==> config.mk <==
export PLATFORM = sky130hd
export DESIGN_NAME = servo_status_packet_deframer
export DESIGN_NICKNAME = d
export VERILOG_FILES = /design/src/rtl/core/sspd_pkg.sv /design/src/rtl/core/servo_status_packet_deframer.sv /design/src/rtl/core/sspd_param_buf.sv
export SDC_FILE = /design/constraint.sdc
export NUM_CORES = 1
export LEC_CHECK = 0
export BUFFER_PORTS_ARGS = -buffer_cell sky130_fd_sc_hd__buf_2
export CORE_MARGIN = 2
export CORE_UTILIZATION = 60
export DETAILED_ROUTE_END_ITERATION = 7
export GPL_TIMING_DRIVEN = 0
export PLACE_DENSITY = 0.77
export SLEW_MARGIN = 40
export SYNTH_ARGS = -nofsm -noshare
export SYNTH_HDL_FRONTEND = slang
export SYNTH_SLANG_ARGS = --single-unit
==> constraint.sdc <==
create_clock -name clk -period 5 [get_ports clk]
set_input_delay 0 -clock clk [delete_from_list [all_inputs] [get_ports clk]]
set_output_delay 0 -clock clk [all_outputs]
set_load 0.05 [all_outputs]
==> src/rtl/core/sspd_pkg.sv <==
// Shared types and constants for the servo status packet deframer.
package sspd_pkg;

  // Header byte and default parameter buffer depth
  localparam logic [7:0] HEADER_BYTE        = 8'hFF;
  localparam int         DEFAULT_MAX_PARAMS = 32;

  // Result status codes
  localparam logic [1:0] ST_DATA    = 2'd0;
  localparam logic [1:0] ST_EMPTY   = 2'd1;
  localparam logic [1:0] ST_BAD_SUM = 2'd2;
  localparam logic [1:0] ST_BAD_LEN = 2'd3;

  // Parser phases, one-hot
  typedef enum logic [7:0] {
    PH_HUNT1 = 8'b0000_0001,
    PH_HUNT2 = 8'b0000_0010,
    PH_ID    = 8'b0000_0100,
    PH_LEN   = 8'b0000_1000,
    PH_ERR   = 8'b0001_0000,
    PH_PARAM = 8'b0010_0000,
    PH_CHK   = 8'b0100_0000,
    PH_DRAIN = 8'b1000_0000
  } phase_t;

endpackage

==> src/rtl/core/servo_status_packet_deframer.sv <==
// Top level of the servo status packet deframer: parser, buffer drain and output register.
//
// Bytes enter one word per cycle: in_ready is high in every parsing phase,
// except that a byte which may produce a result (the length byte and the
// checksum byte) waits until the output register is free or being taken.
// in_abort drops a partial packet and emits nothing. After a good checksum
// with N parameter bytes, the block stops taking input while the buffer is
// read out through its single read port, one parameter word per cycle
// unless out_ready stalls; the read of entry zero is issued with the
// checksum byte. A bad length, bad checksum or parameterless packet gives
// one word.
// The parameter buffer needs no clearing after reset: only entries written
// earlier in the same packet are read.
module servo_status_packet_deframer #(
  parameter int MAX_PARAMS = sspd_pkg::DEFAULT_MAX_PARAMS
) (
  input  logic       clk,
  input  logic       rst_n,
  input  logic       in_valid,
  output logic       in_ready,
  input  logic [7:0] in_rx_byte,
  input  logic       in_abort,
  output logic       out_valid,
  input  logic       out_ready,
  output logic [1:0] out_status,
  output logic [7:0] out_servo_id,
  output logic [7:0] out_error_flags,
  output logic [4:0] out_param_index,
  output logic [7:0] out_param_byte,
  output logic       out_last
);

  localparam int         CNT_W   = $clog2(MAX_PARAMS + 1);
  localparam int         ADDR_W  = (MAX_PARAMS > 1) ? $clog2(MAX_PARAMS) : 1;
  localparam logic [7:0] MAX_LEN = 8'(MAX_PARAMS + 2);
  localparam logic [7:0] MIN_LEN = 8'd2;

  sspd_pkg::phase_t  phase_r, phase_nxt;
  logic [7:0]        id_r, id_nxt;
  logic [7:0]        len_r, len_nxt;
  logic [7:0]        err_r, err_nxt;
  logic [7:0]        sum_r, sum_nxt;
  logic [CNT_W-1:0]  cnt_r, cnt_nxt;
  logic [CNT_W-1:0]  idx_r, idx_nxt;
  logic [CNT_W-1:0]  cnt_inc, idx_inc;

  logic              out_valid_r, out_valid_nxt;
  logic [1:0]        status_r, status_nxt;
  logic [7:0]        oid_r, oid_nxt;
  logic [7:0]        oerr_r, oerr_nxt;
  logic [4:0]        oidx_r, oidx_nxt;
  logic [7:0]        obyte_r, obyte_nxt;
  logic              olast_r, olast_nxt;
  logic              out_load;

  logic              slot_free, may_emit, in_acc, drain_emit, drain_last;
  logic              wr_en, rd_en;
  logic [ADDR_W-1:0] wr_addr, rd_addr;
  logic [7:0]        rd_data;

  // Buffer for the parameter bytes of the packet in flight
  sspd_param_buf #(
    .DEPTH  (MAX_PARAMS),
    .ADDR_W (ADDR_W)
  ) u_buf (
    .clk     (clk),
    .wr_en   (wr_en),
    .wr_addr (wr_addr),
    .wr_data (in_rx_byte),
    .rd_en   (rd_en),
    .rd_addr (rd_addr),
    .rd_data (rd_data)
  );

  // Handshake
  assign slot_free  = !out_valid_r || out_ready;
  assign may_emit   = (phase_r == sspd_pkg::PH_LEN) || (phase_r == sspd_pkg::PH_CHK);
  assign in_ready   = (phase_r != sspd_pkg::PH_DRAIN) && (slot_free || !may_emit);
  assign in_acc     = in_valid && in_ready;
  assign cnt_inc    = cnt_r + CNT_W'(1);
  assign idx_inc    = idx_r + CNT_W'(1);
  assign drain_emit = (phase_r == sspd_pkg::PH_DRAIN) && slot_free;
  assign drain_last = (idx_inc == cnt_r);
  assign wr_addr    = cnt_r[ADDR_W-1:0];

  // Parse one word, drain the buffer
  always_comb begin
    phase_nxt  = phase_r;
    id_nxt     = id_r;
    len_nxt    = len_r;
    err_nxt    = err_r;
    sum_nxt    = sum_r;
    cnt_nxt    = cnt_r;
    idx_nxt    = idx_r;
    wr_en      = 1'b0;
    rd_en      = 1'b0;
    rd_addr    = idx_inc[ADDR_W-1:0];
    out_load   = 1'b0;
    status_nxt = sspd_pkg::ST_DATA;
    oid_nxt    = id_r;
    oerr_nxt   = err_r;
    oidx_nxt   = 5'd0;
    obyte_nxt  = 8'd0;
    olast_nxt  = 1'b1;
    if (in_acc && in_abort) begin
      phase_nxt = sspd_pkg::PH_HUNT1;
    end else if (in_acc || phase_r == sspd_pkg::PH_DRAIN) begin
      unique case (phase_r)
        sspd_pkg::PH_HUNT1: begin
          if (in_rx_byte == sspd_pkg::HEADER_BYTE) begin
            phase_nxt = sspd_pkg::PH_HUNT2;
          end
        end
        sspd_pkg::PH_HUNT2: begin
          phase_nxt = (in_rx_byte == sspd_pkg::HEADER_BYTE) ? sspd_pkg::PH_ID
                                                            : sspd_pkg::PH_HUNT1;
        end
        sspd_pkg::PH_ID: begin
          // Treat extra 0xFF as more header
          if (in_rx_byte != sspd_pkg::HEADER_BYTE) begin
            id_nxt    = in_rx_byte;
            sum_nxt   = in_rx_byte;
            phase_nxt = sspd_pkg::PH_LEN;
          end
        end
        sspd_pkg::PH_LEN: begin
          len_nxt = in_rx_byte;
          sum_nxt = sum_r + in_rx_byte;
          if (in_rx_byte < MIN_LEN || in_rx_byte > MAX_LEN) begin
            out_load   = 1'b1;
            status_nxt = sspd_pkg::ST_BAD_LEN;
            oerr_nxt   = 8'd0;
            phase_nxt  = sspd_pkg::PH_HUNT1;
          end else begin
            phase_nxt = sspd_pkg::PH_ERR;
          end
        end
        sspd_pkg::PH_ERR: begin
          err_nxt   = in_rx_byte;
          sum_nxt   = sum_r + in_rx_byte;
          cnt_nxt   = '0;
          phase_nxt = (len_r == MIN_LEN) ? sspd_pkg::PH_CHK : sspd_pkg::PH_PARAM;
        end
        sspd_pkg::PH_PARAM: begin
          wr_en   = (32'(cnt_r) < 32'(MAX_PARAMS));
          cnt_nxt = cnt_inc;
          sum_nxt = sum_r + in_rx_byte;
          if (8'(cnt_inc) >= (len_r - MIN_LEN)) begin
            phase_nxt = sspd_pkg::PH_CHK;
          end
        end
        sspd_pkg::PH_CHK: begin
          phase_nxt = sspd_pkg::PH_HUNT1;
          if (in_rx_byte != ~sum_r) begin
            out_load   = 1'b1;
            status_nxt = sspd_pkg::ST_BAD_SUM;
          end else if (cnt_r == '0) begin
            out_load   = 1'b1;
            status_nxt = sspd_pkg::ST_EMPTY;
          end else begin
            // Start the readout with entry zero
            rd_en     = 1'b1;
            rd_addr   = '0;
            idx_nxt   = '0;
            phase_nxt = sspd_pkg::PH_DRAIN;
          end
        end
        sspd_pkg::PH_DRAIN: begin
          if (drain_emit) begin
            out_load   = 1'b1;
            status_nxt = sspd_pkg::ST_DATA;
            oidx_nxt   = 5'(idx_r);
            obyte_nxt  = rd_data;
            olast_nxt  = drain_last;
            if (drain_last) begin
              phase_nxt = sspd_pkg::PH_HUNT1;
            end else begin
              // Fetch the next entry while this one goes out
              rd_en   = 1'b1;
              idx_nxt = idx_inc;
            end
          end
        end
        default: begin
          phase_nxt = sspd_pkg::PH_HUNT1;
        end
      endcase
    end
  end

  // Output register: load a new word, drop it when taken
  assign out_valid_nxt = out_load ? 1'b1 : (out_ready ? 1'b0 : out_valid_r);

  // Control state
  always_ff @(posedge clk) begin
    if (!rst_n) begin
      phase_r     <= sspd_pkg::PH_HUNT1;
      id_r        <= 8'd0;
      len_r       <= 8'd0;
      err_r       <= 8'd0;
      sum_r       <= 8'd0;
      cnt_r       <= '0;
      idx_r       <= '0;
      out_valid_r <= 1'b0;
    end else begin
      phase_r     <= phase_nxt;
      id_r        <= id_nxt;
      len_r       <= len_nxt;
      err_r       <= err_nxt;
      sum_r       <= sum_nxt;
      cnt_r       <= cnt_nxt;
      idx_r       <= idx_nxt;
      out_valid_r <= out_valid_nxt;
    end
  end

  // Output payload
  always_ff @(posedge clk) begin
    if (out_load) begin
      status_r <= status_nxt;
      oid_r    <= oid_nxt;
      oerr_r   <= oerr_nxt;
      oidx_r   <= oidx_nxt;
      obyte_r  <= obyte_nxt;
      olast_r  <= olast_nxt;
    end
  end

  assign out_valid       = out_valid_r;
  assign out_status      = status_r;
  assign out_servo_id    = oid_r;
  assign out_error_flags = oerr_r;
  assign out_param_index = oidx_r;
  assign out_param_byte  = obyte_r;
  assign out_last        = olast_r;

endmodule

==> src/rtl/core/sspd_param_buf.sv <==
// Parameter byte buffer: one write port, one registered read port.
module sspd_param_buf #(
  parameter int DEPTH  = sspd_pkg::DEFAULT_MAX_PARAMS,
  parameter int ADDR_W = 5
) (
  input  logic              clk,
  input  logic              wr_en,
  input  logic [ADDR_W-1:0] wr_addr,
  input  logic [7:0]        wr_data,
  input  logic              rd_en,
  input  logic [ADDR_W-1:0] rd_addr,
  output logic [7:0]        rd_data
);

  logic [7:0] mem [DEPTH];
  logic [7:0] rd_data_r;

  // Write incoming parameter bytes
  always_ff @(posedge clk) begin
    if (wr_en) begin
      mem[wr_addr] <= wr_data;
    end
  end

  // Registered read, hold data between reads
  always_ff @(posedge clk) begin
    if (rd_en) begin
      rd_data_r <= mem[rd_addr];
    end
  end

  assign rd_data = rd_data_r;

endmodule
# --- Word-level counts from Yosys, hierarchy flattened ---
# Memory sizes are Yosys's and may differ from the RTL's. A register that Yosys moved wholly into a read port is not among the register bits.
# Cells that the tools add are included.
op_classes:
  addsub: 4
  multipliers: 0
  div: 0
  order_cmp: 4
  eq_ne: 22
  shift: 0
  muxes: 53
  bitwise_logic: 6
  n_reduce_logical: 27
op_table:
  columns: ["cell", "count"]
  rows:
  - ["$mux 8", 12]
  - ["$pmux 8 s8", 1]
  - ["$mux 5", 6]
  - ["$mux 6", 4]
  - ["$pmux 6 s2", 2]
  - ["$mux 1", 20]
  - ["$eq 8x2->1 const B", 2]
  - ["$eq 8x8->1 const B", 2]
  - ["$ne 2x2->1 const B", 8]
  - ["$ne 8x8->1 const B", 2]
  - ["$pmux 8 s2", 1]
  - ["$add 6x1->6 const B", 2]
  - ["$reduce_and 3->1", 3]
  - ["$add 8x8->8", 1]
  - ["$eq 8x1->1 const B", 1]
  - ["$eq 8x3->1 const B", 1]
  - ["$eq 8x4->1 const B", 1]
  - ["$eq 8x5->1 const B", 1]
  - ["$eq 8x6->1 const B", 1]
  - ["$eq 8x7->1 const B", 1]
  - ["$ge 6x8->1", 1]
  - ["$gt 8x6->1 const B", 1]
  - ["$lt 8x2->1 const B", 1]
  - ["$ne 8x8->1", 1]
  - ["other kinds (22)", 40]
totals:
  regBits: 85
  latch_bits: 0
  ram_bits: 256
  rom_bits: 0
  inputBits: 13
  output_inout_bits: 34
  word_cells: 131
  n_memories: 1
mem_list:
  columns: ["memory", "depth", "word_bits", "rd", "rd_clocked_by_memory_dff", "write_ports", "line", "rtl"]
  rows:
  - ["u_buf.mem", 32, 8, 1, 1, 1, "sspd_param_buf.sv:15", "logic [7:0] mem [DEPTH];"]

# --- Logic depth before layout (Yosys ltp) ---
depth:
  ltp_word: 11
  mapped_depth: 11
  mapped_depth_nobuf: 10

# --- Modules after synthesis ---
# Synthesis repeated with hierarchy kept, for this count alone.
unflattened:
  hier_cells: 916
  hier_area_um2: 14819.2
by_module_without_submodules:
  columns: ["module", "n_inst", "cells_each", "area_per_inst_um2", "seq_area_each_um2"]
  rows:
  - ["sspd_param_buf", 1, 417, 10133.5, 7927.6]
  - ["servo_status_packet_deframer", 1, 499, 4685.7, 2021.9]

# --- Worst setup path after synthesis ---
# Ideal clock, no wire load.
synth_timing:
  path_type: "register to register"
  from: "register phase_r[4]"
  to: "register out_valid_r (netlist: out_valid)"
  setup_ps: 119
  t_arrival_ps: 2651
  t_required_ps: 4881
  path_slack_ps: 2230
  path_stages_with_launch: 7
  n_path_buf: 0
  period_less_slack_ps: 2770
  cell_sequence: "dfxtp_1 > or4_4 > o41a_1 > nor2_2 > a21o_1 > nand2_1 > o21a_1"
synth_between:
  elab_chain_len: 10
  elab_cells_between_ends: 18
  cone_classes: "eq/ne (4); mux (5); reduce/logical (9)"
synth_rtl:
  columns: ["element", "line", "rtl"]
  rows:
  - ["start, declared", "servo_status_packet_deframer.sv:38", "sspd_pkg::phase_t phase_r, phase_nxt;"]
  - ["start signal, assigned", "servo_status_packet_deframer.sv:197", "phase_r <= sspd_pkg::PH_HUNT1;"]
  - ["start signal, assigned", "servo_status_packet_deframer.sv:206", "phase_r <= phase_nxt;"]
  - ["$eq 8x4->1 or $eq 8x7->1 (tied branches)", "servo_status_packet_deframer.sv:77, servo_status_packet_deframer.sv:108", null]
  - ["$logic_or 1x1->1", "servo_status_packet_deframer.sv:77", "assign may_emit = (phase_r == sspd_pkg::PH_LEN) || (phase_r == sspd_pkg::PH_CHK);"]
  - ["$logic_not 1->1", "servo_status_packet_deframer.sv:78", "assign in_ready = (phase_r != sspd_pkg::PH_DRAIN) && (slot_free || !may_emit);"]
  - ["$logic_or 1x1->1", "servo_status_packet_deframer.sv:78", null]
  - ["$logic_and 1x1->1", "servo_status_packet_deframer.sv:78", null]
  - ["$logic_and 1x1->1", "servo_status_packet_deframer.sv:79", "assign in_acc = in_valid && in_ready;"]
  - ["$logic_or 1x1->1", "servo_status_packet_deframer.sv:107", "end else if (in_acc || phase_r == sspd_pkg::PH_DRAIN) begin"]
  - ["$mux 1", "servo_status_packet_deframer.sv:107", null]
  - ["$mux 1 *", "servo_status_packet_deframer.sv:105", "if (in_acc && in_abort) begin"]
  - ["named net out_load", "servo_status_packet_deframer.sv:54", "logic out_load;"]
  - ["$mux 1 or $reduce_bool 2->1 (tied branches)", null, null]
  - ["end signal, assigned", "servo_status_packet_deframer.sv:213", "out_valid_r <= out_valid_nxt;"]
  - ["end, declared", "servo_status_packet_deframer.sv:47", "logic out_valid_r, out_valid_nxt;"]
# The timed path passes the listed nets; every way through them passes the cells marked *.
# A chain may end at the register's enable or synchronous reset.

# --- Final worst setup path ---
layout_timing:
  from: "register phase_r[7]"
  to: "memory u_buf.mem[23][5], enable pin"
layout_between:
  elab_chain_len: 11
  elab_cells_between_ends: 17
  cone_classes: "eq/ne (5); mux (5); reduce/logical (7)"
layout_rtl:
  columns: ["element", "line", "rtl"]
  rows:
  - ["$eq 8x4->1 or $eq 8x7->1 (tied branches)", "servo_status_packet_deframer.sv:77", null]
  - ["$logic_or 1x1->1", "servo_status_packet_deframer.sv:77", null]
  - ["$logic_not 1->1", "servo_status_packet_deframer.sv:78", null]
  - ["$logic_or 1x1->1", "servo_status_packet_deframer.sv:78", null]
  - ["$logic_and 1x1->1", "servo_status_packet_deframer.sv:78", null]
  - ["$logic_and 1x1->1", "servo_status_packet_deframer.sv:79", null]
  - ["$logic_or 1x1->1", "servo_status_packet_deframer.sv:107", null]
  - ["$mux 1", "servo_status_packet_deframer.sv:107", null]
  - ["$mux 1 *", "servo_status_packet_deframer.sv:105", null]
  - ["$mux 1 *", "sspd_param_buf.sv:20", "if (wr_en) begin"]
  - ["$mux 1 (not written as such) *", "sspd_param_buf.sv:21", "mem[wr_addr] <= wr_data;"]
  - ["end, declared", "sspd_param_buf.sv:15", null]
# Mark *: on every way between the ends. The rest lies on a longest branch, timed or not.

==> impl_metrics.tcl <==
set metrics [dict create \
    status "completed" \
    slew_viol_final 0 \
    dp_hpwl_mm 23.18 \
    r2r-end "u_buf.mem[23][5]" \
    track_usage 0.2790 \
    layout.nets 1227 \
    worst_pin_slew_ns 0.8309 \
    nFillCells 1756 \
    r2r-start "phase_r[7]" \
    dpl_cell_area_um2 15760 \
    dr.pass1.iters 6 \
    io_pins 47 \
    drive_gt1_frac 0.1408 \
    leakage_nw 5.491 \
    yosysTopAreaCell "edfxtp_1" \
    gp_congestion 0.9802 \
    holdPathEnd "u_buf.mem[31][5]" \
    postLayoutCoreUtil 0.6816 \
    vdd_ir_drop_max_mv 0.2581 \
    endpoint_kind "flop" \
    cts_num_sinks 349 \
    ys.flop_type "edfxtp_1" \
    diodes 0 \
    dieWidth_um 162.6 \
    syn_inst 1107 \
    clock_latency_ns 0.52 \
    path_clk_slew_ns 0.06 \
    fmax_mhz 258.8 \
    antenna_found_initial 1 \
    initial_utilization 0.6049 \
    postCtsSetupBuffers 0 \
    setup_violations 0 \
    finalHoldViolations 0 \
    cts_max_level 2 \
    area_delta_synth_final_pct 12.68 \
    final_cell_area_um2 17020 \
    seq_area_um2 9950 \
    drc 0 \
    overflow 0 \
    synth_top_area_frac 0.5886 \
    die_area_um2 26450 \
    layout_min_cycle_time_ns 3.864 \
    crit_fanout 10 \
    rows 58 \
    pre_cts_slack_ns 1.158 \
    hold_depth 1 \
    grt_pass1_wl_mm 54.86 \
    tritoncts "done" \
    hold_class "in -> reg" \
    grt_max_degree 41 \
    min_from "in_rx_byte[5]" \
    cts-root-buf "clkbuf_16" \
    powerDensity_nw_per_um2 347.7 \
    via_count 9793 \
    rsz0062_at_grt "false" \
    worstRegToRegCells 7 \
    totalNegativeSetupSlack_ns 0 \
    numCtsBuffers 36 \
    worst_slack_ns 1.136 \
    drt_wl_total_mm 36.12 \
    mostFrequentLayoutCell "edfxtp_1" \
    cts_buffer_depth 3 \
    ys_seq_area_frac 0.6589 \
    required_ns 5.13 \
    period_share 0.7728 \
    core_um2 24960 \
    slowest_stage "nor2_1" \
    port_buffers 45 \
    grt_pass1_vias 9476 \
    synth_area_um2 15100 \
    cap_violations 0 \
    drt_iter0_drc 1022 \
    synthArstFlopShare 0 \
    ant_nets 0 \
    yosys_warnings 0 \
    synth-edff-count 296 \
    r2r_slack_ns 1.14 \
    wire_per_inst_um 23.28 \
    critPathArrivalTime_ns 3.99 \
    yosys.cell_types.count 72 \
    avgSynthCellArea_um2 13.64 \
    syn_nets 1140 \
    die_y_um 162.6 \
    critPathMaxStageDelay_ns 0.78 \
    final_cell_mix "296 x edfxtp_1, 94 x nor2_1, 63 x nand2_1" \
    worstSetupPathType "reg -> reg" \
    synthTopCellsByArea "edfxtp_1 59%, dfxtp_1 7.0%, mux4_2 3.7%, mux2i_1 3.7%, nor2_1 2.4%" \
    via_per_inst 6.310 \
    synth-seq-cells 349 \
    crit_chain "clkbuf_1 -> nor3b_1 -> a32o_1 -> nor2_2 -> nor4_1 -> nand2_1 -> nor2_1" \
    skew_ns 0.01644 \
    critPathLaunchType "flop" \
    multiInputGateArea_um2 4835 \
    slew-limit-headroom 0.4440 \
]
-- what timing repair did --
action                    4_1_cts  5_1_grt
hold endpoints to repair        2        4
hold buffers                    3        1
gates resized for setup         0        0
-- cells in the mapped netlist, drive strengths merged, types with 5 or more instances --
library cell / count
edfxtp: 296
nor2: 99
nand2: 66
mux2i: 56
dfxtp: 53
o21ai: 51
a21oi: 50
nand3: 40
clkbuf: 37
mux4: 25
buf: 24
and2: 20
ha: 19
nand2b: 18
a31oi: 17
inv: 17
xnor2: 17
a22oi: 15
nor2b: 14
nand3b: 13
o21a: 12
a211oi: 11
or3: 11
nor3: 10
o22ai: 10
a211o: 9
and3: 9
a21boi: 8
mux2: 8
a311oi: 7
o221ai: 7
nand4: 5
nor4: 5
xor2: 5
-- state kept, by name (all words and copies together), names as in the netlist, 8 cells and up --
register / count
u_buf.mem: 256
err_r: 8
id_r: 8
len_r: 8
out_error_flags: 8
out_param_byte: 8
out_servo_id: 8
phase_r: 8
sum_r: 8
u_buf.rd_data: 8
-- power by group --
part	switching (W)	internal (W)	total (W)
combinational	0.0000713	0.0000160	0.0000873
clock	0.00107	0.00161	0.00268
sequential	0.000000124	0.00315	0.00315
-- logic make-up (layout without fill, tap and decap cells) --
kind of cell             Yosys count  count (layout)  synth area share
multiplexers                      89              89           0.08037
AND/OR/NAND/NOR                  325             325            0.1075
AO/OA/AOI/OAI                    221             221           0.09653
adder cells (fa/ha/maj)           20              20           0.01707
flip-flops                       349             349            0.6589
XOR/XNOR                          25              25           0.01723
buffers and inverters             78             193           0.02237
-- routing by layer --
layer  up-vias  GRT usage  routed length, um
li1       4395          -                  -
met1      4840     0.3790              14470
met2       465     0.4491              17260
met3        91    0.05577               2967
met4         2     0.1094               1417
met5         -          0                 13
-- worst max-delay path by stage --
stage | startpoint | to | slack [ns] | depth (start not counted)
2_1_floorplan | phase_r[4] | out_valid | 2.23 | 6
6_report | phase_r[7] | u_buf.mem[23][5] | 1.14 | 7
5_1_grt | phase_r[7] | u_buf.mem[15][0] | 0.95 | 7
4_1_cts | phase_r[5] | u_buf.mem[19][5] | 1.14 | 6
3_3_place_gp | in_rx_byte[4] | u_buf.rd_data[6] | 1.20 | 11
3_5_place_dp | in_rx_byte[6] | u_buf.rd_data[6] | 1.16 | 11
-- final cells by class --
type,count,share of cell area
plain buffers,61,0.01625
clock inverters,15,0.009265
well taps,330,0.02427
multi-input cells,680,0.2841
clock buffers,51,0.06111
repair buffers,49,0.01647
inverters,17,0.003750
flip-flops and latches,349,0.5847
-- through the flow --
stage               total power [W]  hold WS [ns]  std cells
floorplan                  0.003232       0.09887       1107
global placement           0.003290        0.3659       1482
detailed placement         0.003292        0.3844       1482
CTS                        0.005924      0.003656       1551
global route               0.006065      0.001404       1552
finish                     0.005915      0.008033       1552
-- worst max-delay path, delay by kind of cell (launching register included) --
kind	cells	cell delay [ns]
AND/OR/NAND/NOR	5	2.48
AO/OA/AOI/OAI	1	0.36
flip-flops	1	0.31
buffers and inverters	1	0.31
(Power assumes the default switching activity.)
